[config.mk]
export PLATFORM = sky130hd
export DESIGN_NAME = m4inv_ctrl
export DESIGN_NICKNAME = d
export VERILOG_FILES = /design/src/rtl/m4inv_pkg.sv /design/src/rtl/m4inv_ctrl.sv
export SDC_FILE = /design/constraint.sdc
export NUM_CORES = 1
export LEC_CHECK = 0
export ABC_AREA = 0
export ABC_CLOCK_PERIOD_IN_PS = 6700
export BUFFER_PORTS_ARGS = -buffer_cell sky130_fd_sc_hd__buf_2
export CAP_MARGIN = 20
export CORE_UTILIZATION = 30
export CTS_CLUSTER_SIZE = 10
export DETAILED_ROUTE_END_ITERATION = 12
export PLACE_DENSITY_LB_ADDON = 0.2
export SLEW_MARGIN = 15
export SYNTH_ARGS = -nofsm -noshare
export SYNTH_HDL_FRONTEND = slang
export SYNTH_SLANG_ARGS = --single-unit
[constraint.sdc]
create_clock -name clk -period 6.7 [get_ports clk]
set_clock_uncertainty 0.1 [all_clocks]
set_input_delay 1.34 -clock clk [delete_from_list [all_inputs] [get_ports clk]]
set_output_delay 1.34 -clock clk [all_outputs]
set_load 0.05 [all_outputs]
[src/rtl/m4inv_pkg.sv]
// Shared constants, command types and cofactor term lookup for the 4x4 inverse block.
`timescale 1ns / 1ps
package m4inv_pkg;

	// Fixed-point format and internal widths
	localparam int FRAC_BITS = 16;
	localparam int EW        = 32;                      // element width
	localparam int QW        = EW + 1;                  // multiplier operand / quotient width
	localparam int PW        = 2 * QW;                  // product width
	localparam int CW        = 100;                     // cofactor width (exact)
	localparam int ACC_W     = 132;                     // accumulator / determinant width
	localparam int DW        = ACC_W + 1;               // divisor width (2*|det|)
	localparam int NW_A      = CW + 2 * FRAC_BITS + 2;
	localparam int NW        = (NW_A > DW) ? NW_A : DW; // dividend width
	localparam int SING_EXP  = (4 * FRAC_BITS > 40) ? 4 * FRAC_BITS - 40 : 0;
	localparam int LAST_TERM = 5;
	localparam logic [EW-1:0] ONE = EW'(1) << FRAC_BITS;

	// Source of multiplier operand B
	typedef enum logic [2:0] {
		B_NONE,
		B_ELEM,
		B_PLO,
		B_PHI,
		B_COF
	} bsrc_t;

	// Datapath command, decoded by the controller every cycle
	typedef struct packed {
		logic             mem_we;
		logic [1:0]       ra_col;
		logic [1:0]       rb_col;
		logic [1:0]       a_row;
		logic [1:0]       b_row;
		logic             ld_a;
		bsrc_t            b_src;
		logic             mul;
		logic             acc_add;
		logic             acc_neg;
		logic [1:0]       acc_sh;
		logic             acc_clr;
		logic             cof_wr;
		logic [3:0]       cof_idx;
		logic [1:0]       chunk;
		logic             det_wr;
		logic             det_abs;
		logic             sing_chk;
		logic             div_abs;
		logic             div_num;
		logic             div_ovf;
		logic             div_step;
		logic             div_wr;
		logic [1:0]       res_row;
		logic             out_load;
		logic [1:0]       out_col;
	} dp_cmd_t;

	// Datapath status back to the controller
	typedef struct packed {
		logic sing;
		logic out_room;
	} dp_stat_t;

	// One triple product of a 3x3 minor: x * y * z, negated when neg
	typedef struct packed {
		logic [1:0] x_col;
		logic [1:0] x_row;
		logic [1:0] y_col;
		logic [1:0] y_row;
		logic [1:0] z_col;
		logic [1:0] z_row;
		logic       neg;
	} term_t;

	// n-th index of 0..3 with gap left out
	function automatic logic [1:0] skip_idx(input logic [1:0] gap, input logic [1:0] n);
		return (n < gap) ? n : n + 2'd1;
	endfunction

	function automatic logic [1:0] next_mod3(input logic [1:0] k);
		logic [1:0] r;
		case (k)
			2'd0:    r = 2'd1;
			2'd1:    r = 2'd2;
			default: r = 2'd0;
		endcase
		return r;
	endfunction

	// Term t (0..5) of cofactor idx = col*4+row; the minor leaves out row col, column row
	function automatic term_t cof_term(input logic [3:0] idx, input logic [2:0] t);
		logic [1:0] sr;
		logic [1:0] sc;
		logic [1:0] k;
		logic [1:0] ka;
		logic [1:0] kb;
		term_t      tm;
		sr = idx[3:2];
		sc = idx[1:0];
		k  = t[2:1];
		ka = next_mod3(k);
		kb = next_mod3(ka);
		tm.z_row = skip_idx(sr, 2'd0);
		tm.z_col = skip_idx(sc, k);
		tm.x_row = skip_idx(sr, 2'd1);
		tm.y_row = skip_idx(sr, 2'd2);
		if (!t[0]) begin
			tm.x_col = skip_idx(sc, ka);
			tm.y_col = skip_idx(sc, kb);
		end else begin
			tm.x_col = skip_idx(sc, kb);
			tm.y_col = skip_idx(sc, ka);
		end
		tm.neg = t[0] ^ idx[2] ^ idx[0];
		return tm;
	endfunction

endpackage

[src/rtl/m4inv_ctrl.sv]
// Controller: sequences cofactor terms, determinant, division and output columns.
`timescale 1ns / 1ps
module m4inv_ctrl (
	input  logic                 clk,
	input  logic                 arst_n,
	input  logic                 in_valid,
	output logic                 in_stall,
	input  logic [1:0]           col,
	input  m4inv_pkg::dp_stat_t  stat,
	output m4inv_pkg::dp_cmd_t   cmd
);

	typedef enum logic [4:0] {
		S_IDLE,
		S_T0, S_T1, S_T2, S_T3, S_T4, S_T5, S_T6, S_T7,
		S_CW,
		S_DRD, S_DLA, S_DLB, S_DMUL, S_DACC, S_DWR,
		S_DABS, S_SING,
		S_COL, S_VA, S_VN, S_VO, S_VI, S_VW,
		S_OUT
	} state_t;

	state_t              state_q;
	logic [3:0]          idx_q;
	logic [2:0]          term_q;
	logic [1:0]          sub_q;
	logic [5:0]          it_q;
	m4inv_pkg::term_t    tm;

	assign tm       = m4inv_pkg::cof_term(idx_q, term_q);
	assign in_stall = (state_q != S_IDLE);

	// command decode
	always_comb begin
		cmd         = '0;
		cmd.cof_idx = idx_q;
		cmd.chunk   = sub_q;
		cmd.res_row = idx_q[1:0];
		cmd.out_col = idx_q[3:2];
		unique case (state_q)
			S_IDLE: begin
				cmd.mem_we  = in_valid;
				cmd.acc_clr = in_valid;
			end
			S_T0: begin
				cmd.ra_col = tm.x_col;
				cmd.rb_col = tm.y_col;
			end
			S_T1: begin
				cmd.ld_a   = 1'b1;
				cmd.a_row  = tm.x_row;
				cmd.b_src  = m4inv_pkg::B_ELEM;
				cmd.b_row  = tm.y_row;
				cmd.ra_col = tm.z_col;
			end
			S_T2: begin
				cmd.mul    = 1'b1;
				cmd.ld_a   = 1'b1;
				cmd.a_row  = tm.z_row;
				cmd.ra_col = tm.z_col;
			end
			S_T3: cmd.b_src = m4inv_pkg::B_PLO;
			S_T4: cmd.mul = 1'b1;
			S_T5: begin
				cmd.acc_add = 1'b1;
				cmd.acc_neg = tm.neg;
				cmd.b_src   = m4inv_pkg::B_PHI;
			end
			S_T6: cmd.mul = 1'b1;
			S_T7: begin
				cmd.acc_add = 1'b1;
				cmd.acc_neg = tm.neg;
				cmd.acc_sh  = 2'd1;
			end
			S_CW: begin
				cmd.cof_wr  = 1'b1;
				cmd.acc_clr = 1'b1;
			end
			S_DRD: cmd.ra_col = idx_q[1:0];
			S_DLA: begin
				cmd.ra_col = idx_q[1:0];
				cmd.ld_a   = 1'b1;
			end
			S_DLB: cmd.b_src = m4inv_pkg::B_COF;
			S_DMUL: cmd.mul = 1'b1;
			S_DACC: begin
				cmd.acc_add = 1'b1;
				cmd.acc_sh  = sub_q;
			end
			S_DWR:  cmd.det_wr = 1'b1;
			S_DABS: cmd.det_abs = 1'b1;
			S_SING: cmd.sing_chk = 1'b1;
			S_COL: ;
			S_VA:  cmd.div_abs = 1'b1;
			S_VN:  cmd.div_num = 1'b1;
			S_VO:  cmd.div_ovf = 1'b1;
			S_VI:  cmd.div_step = 1'b1;
			S_VW:  cmd.div_wr = 1'b1;
			S_OUT: cmd.out_load = stat.out_room;
			default: ;
		endcase
	end

	// state and loop counters
	always_ff @(posedge clk or negedge arst_n) begin
		if (!arst_n) begin
			state_q <= S_IDLE;
			idx_q   <= '0;
			term_q  <= '0;
			sub_q   <= '0;
			it_q    <= '0;
		end else begin
			unique case (state_q)
				S_IDLE: begin
					if (in_valid && col == 2'd3) begin
						idx_q   <= '0;
						term_q  <= '0;
						state_q <= S_T0;
					end
				end
				S_T0: state_q <= S_T1;
				S_T1: state_q <= S_T2;
				S_T2: state_q <= S_T3;
				S_T3: state_q <= S_T4;
				S_T4: state_q <= S_T5;
				S_T5: state_q <= S_T6;
				S_T6: state_q <= S_T7;
				S_T7: begin
					if (term_q == 3'(m4inv_pkg::LAST_TERM)) begin
						state_q <= S_CW;
					end else begin
						term_q  <= term_q + 3'd1;
						state_q <= S_T0;
					end
				end
				S_CW: begin
					term_q <= '0;
					sub_q  <= '0;
					if (idx_q == 4'd15) begin
						idx_q   <= '0;
						state_q <= S_DRD;
					end else begin
						idx_q   <= idx_q + 4'd1;
						state_q <= S_T0;
					end
				end
				S_DRD:  state_q <= S_DLA;
				S_DLA:  state_q <= S_DLB;
				S_DLB:  state_q <= S_DMUL;
				S_DMUL: state_q <= S_DACC;
				S_DACC: begin
					sub_q <= sub_q + 2'd1;
					if (sub_q != 2'd3) begin
						state_q <= S_DLB;
					end else if (idx_q == 4'd3) begin
						state_q <= S_DWR;
					end else begin
						idx_q   <= idx_q + 4'd1;
						state_q <= S_DRD;
					end
				end
				S_DWR:  state_q <= S_DABS;
				S_DABS: state_q <= S_SING;
				S_SING: begin
					idx_q   <= '0;
					state_q <= S_COL;
				end
				S_COL: state_q <= stat.sing ? S_OUT : S_VA;
				S_VA:  state_q <= S_VN;
				S_VN:  state_q <= S_VO;
				S_VO: begin
					it_q    <= '0;
					state_q <= S_VI;
				end
				S_VI: begin
					if (it_q == 6'(m4inv_pkg::QW - 1)) begin
						state_q <= S_VW;
					end else begin
						it_q <= it_q + 6'd1;
					end
				end
				S_VW: begin
					if (idx_q[1:0] == 2'd3) begin
						state_q <= S_OUT;
					end else begin
						idx_q   <= idx_q + 4'd1;
						state_q <= S_VA;
					end
				end
				S_OUT: begin
					if (stat.out_room) begin
						if (idx_q[3:2] == 2'd3) begin
							state_q <= S_IDLE;
						end else begin
							idx_q   <= {idx_q[3:2] + 2'd1, 2'b00};
							state_q <= S_COL;
						end
					end
				end
				default: state_q <= S_IDLE;
			endcase
		end
	end

endmodule

==> metrics.yaml <==
synthesis:
  syn_inst: 267
  ys_types: 60
  synth-seq-area-share: 0.2334
  avgSynthCellArea_um2: 8.032
  synthesis.area_um2: 2145
  ys_async_sr_fraction: 1.000
  ys_ff_latch: 20
  ys_warn_count: 0
  synth_edf_count: 0
  ys.flop_type: "dfrtp_1"
  syn_nets: 291
worst_setup_path:
  worstPathCellList: "inv_1 > ha_1 > ha_1 > a21oi_1 > mux2_2 > mux2i_1 > o22ai_1 > buf_2"
  critPathKind: "reg2out"
  slowest_stage: "dfrtp_1"
  critPathMaxFanout: 7
  cp-end-kind: "output port"
  critical-path-max-stage-delay_ns: 0.45
  critPathLaunchType: "flop"
  crit_required_ns: 5.26
  cp.arrival_ns: 2.36
  cp_common_cell: "ha_1"
timing:
  rsz0062_at_grt: "no"
  hold_viol: 0
  layout_min_cycle_time_ns: 3.802
  timing.slew.headroom: 0.4314
  finalSetupTns_ns: 0
  worstMarginPinSlew_ns: 0.8529
  fmax_mhz: 263.0
  fin_hold_ws_ns: 0.4534
  min_period_over_period: 0.5675
  setup_viol: 0
  finalMaxSlewViolations: 0
placement:
  gp_congestion: 0.8051
  post-place-cells: 390
  port_buffers: 46
  dp_hpwl_um: 4505
power:
  total_leakage_power_uw: 0.001182
  ir_drop_uv: 361.6
  p_per_area_nw_per_um2: 496.2
outcome:
  outcome: "complete, no violations"
finish:
  layout.cells.non_filler: 394
  num-nets-final: 323
  layout_commonest_cell: "buf_2"
  final_cell_mix: "buf_2, nand2_1, dfrtp_1, nor2_1"
  drive_gt1_frac: 0.2383
  antenna_cells: 0
  area_growth_pct: 14.18
floorplan:
  die-area_um2: 7491
  num_rows: 30
  core_area_um2: 6832
  io_pins: 47
  die_w_um: 86.55
  initial_core_util: 0.3139
  die_h_um: 86.55
grt:
  grt_pass1_wl_um: 9639
  antenna_found_initial: 0
  overflow: 0
  grt_pass1_vias: 1879
  grt_max_degree: 29
  track_usage: 0.1647
clock_tree:
  post_cts_resized: 0
  cts_inserted_buffers: 3
  cts_max_path_buffers: 2
  clk-insertion-delay-late_ns: 0.27
  cts_tree: "done"
  cts.htree.levels: 1
  clkSinkCount: 20
  clk_pin_slew_ns: 0.09
  postCtsSetupRepairBufs: 0
  root_buffer: "clkbuf_8"
  cts-hold-fix-buffers: 0
min_path:
  worstHoldPathType: "reg2reg"
drt:
  wirelength_um: 6049
  wire_per_inst_um: 15.35
  avgViaCountPerCell: 5.188
  drt_iter0_markers: 153
  drt_drc_violations_left: 0
  final_antenna_net_count: 0
  dr_total_vias: 2044
  drtPass1Iterations: 4
run:
  cap_viol_max_count: 0
[state kept, by name, summed over array words and instances (netlist names)]
register	cells
sub_q	2
idx_q	4
term_q	3
it_q	6
state_q	5
[per-layer routing]
metal / wire length, um / part of all wire / up-vias / track usage
met3: 230 / 0.038 / 13 / 0.02000
met2: 2806 / 0.46 / 49 / 0.2670
li1: - / - / 1010 / -
met5: 0 / 0 / - / 0
met4: 147 / 0.024 / 0 / 0.05455
met1: 2864 / 0.47 / 972 / 0.2273
[area by class of cell]
| type | instances | area (um2) |
|---|---|---|
| flip-flops and latches | 20 | 500.5 |
| multi-input cells | 213 | 1466 |
| inverters | 14 | 52.55 |
| fillers | 754 | 4383 |
| well taps | 96 | 120.1 |
| clock buffers | 3 | 41.29 |
| clock inverters | 1 | 30.03 |
| repair buffers | 47 | 237.7 |
[worst max-delay path: cells and delay by family, from the launching register on]
family                   cells  cell delay, ns
adder cells (fa/ha/maj)      2            0.54
multiplexers                 2            0.49
flip-flops                   1            0.45
buffers and inverters        2            0.35
AO/OA/AOI/OAI                2            0.25
[synthesized netlist by cell type, types with 5 or more instances]
master	count	area, um2
a21oi_1	17	85.08
mux2i_1	7	70.07
xnor2_1	5	43.79
ha_1	17	212.7
o21ai_0	9	45.04
nor3_1	12	60.06
nor2_1	18	67.56
nand2_1	25	93.84
inv_1	13	48.80
nor2b_1	5	31.28
nand2b_1	10	62.56
nand3_1	12	60.06
buf_2	7	35.03
dfrtp_1	20	500.5
buf_4	5	37.54
[report_power, final]
part | total, uW | switching, uW | internal, uW
combinational | 811 | 537 | 274
clock | 130 | 50.5 | 79.9
sequential | 274 | 120 | 153
[cells by family after synthesis]
family | synth area share
and+or+nand+nor | 0.2952
AOI/OAI and AO/OA | 0.1966
buffers and inverters | 0.08284
DFF | 0.2334
adders and majority gates | 0.09918
muxes | 0.06418
xor gates and xnor gates | 0.02859
[stage by stage]
step | instance area, um2 | util | total power (uW) | setup WS, ns
6_report | 2449 | 0.3584 | 1215 | 2.898
2_1_floorplan | 2145 | - | 935.5 | 2.512
3_5_place_dp | 2377 | 0.3480 | 1085 | 3.199
4_1_cts | 2449 | 0.3584 | 1217 | 2.894
3_3_place_gp | 2377 | 0.3480 | 1078 | 3.204
5_1_grt | 2449 | 0.3584 | 1304 | 2.714
[final timing paths]
| kind | startpoint | endpoint | slack [ns] | depth (start not counted) |
|---|---|---|---|---|
| worst max-delay path | term_q[2] | cmd[37] | 2.90 | 8 |
| worst min-delay path | sub_q[1] | sub_q[1] | 0.45 | 1 |
| worst max register to register | state_q[4] | idx_q[1] | 4.24 | 5 |
| worst min register to register | sub_q[1] | sub_q[1] | 0.45 | 1 |
| max in group asynchronous | arst_n | it_q[1] | 5.22 | 1 |
| min in group asynchronous | arst_n | sub_q[1] | 0.93 | 1 |
Power figures use the tool's default switching activity.
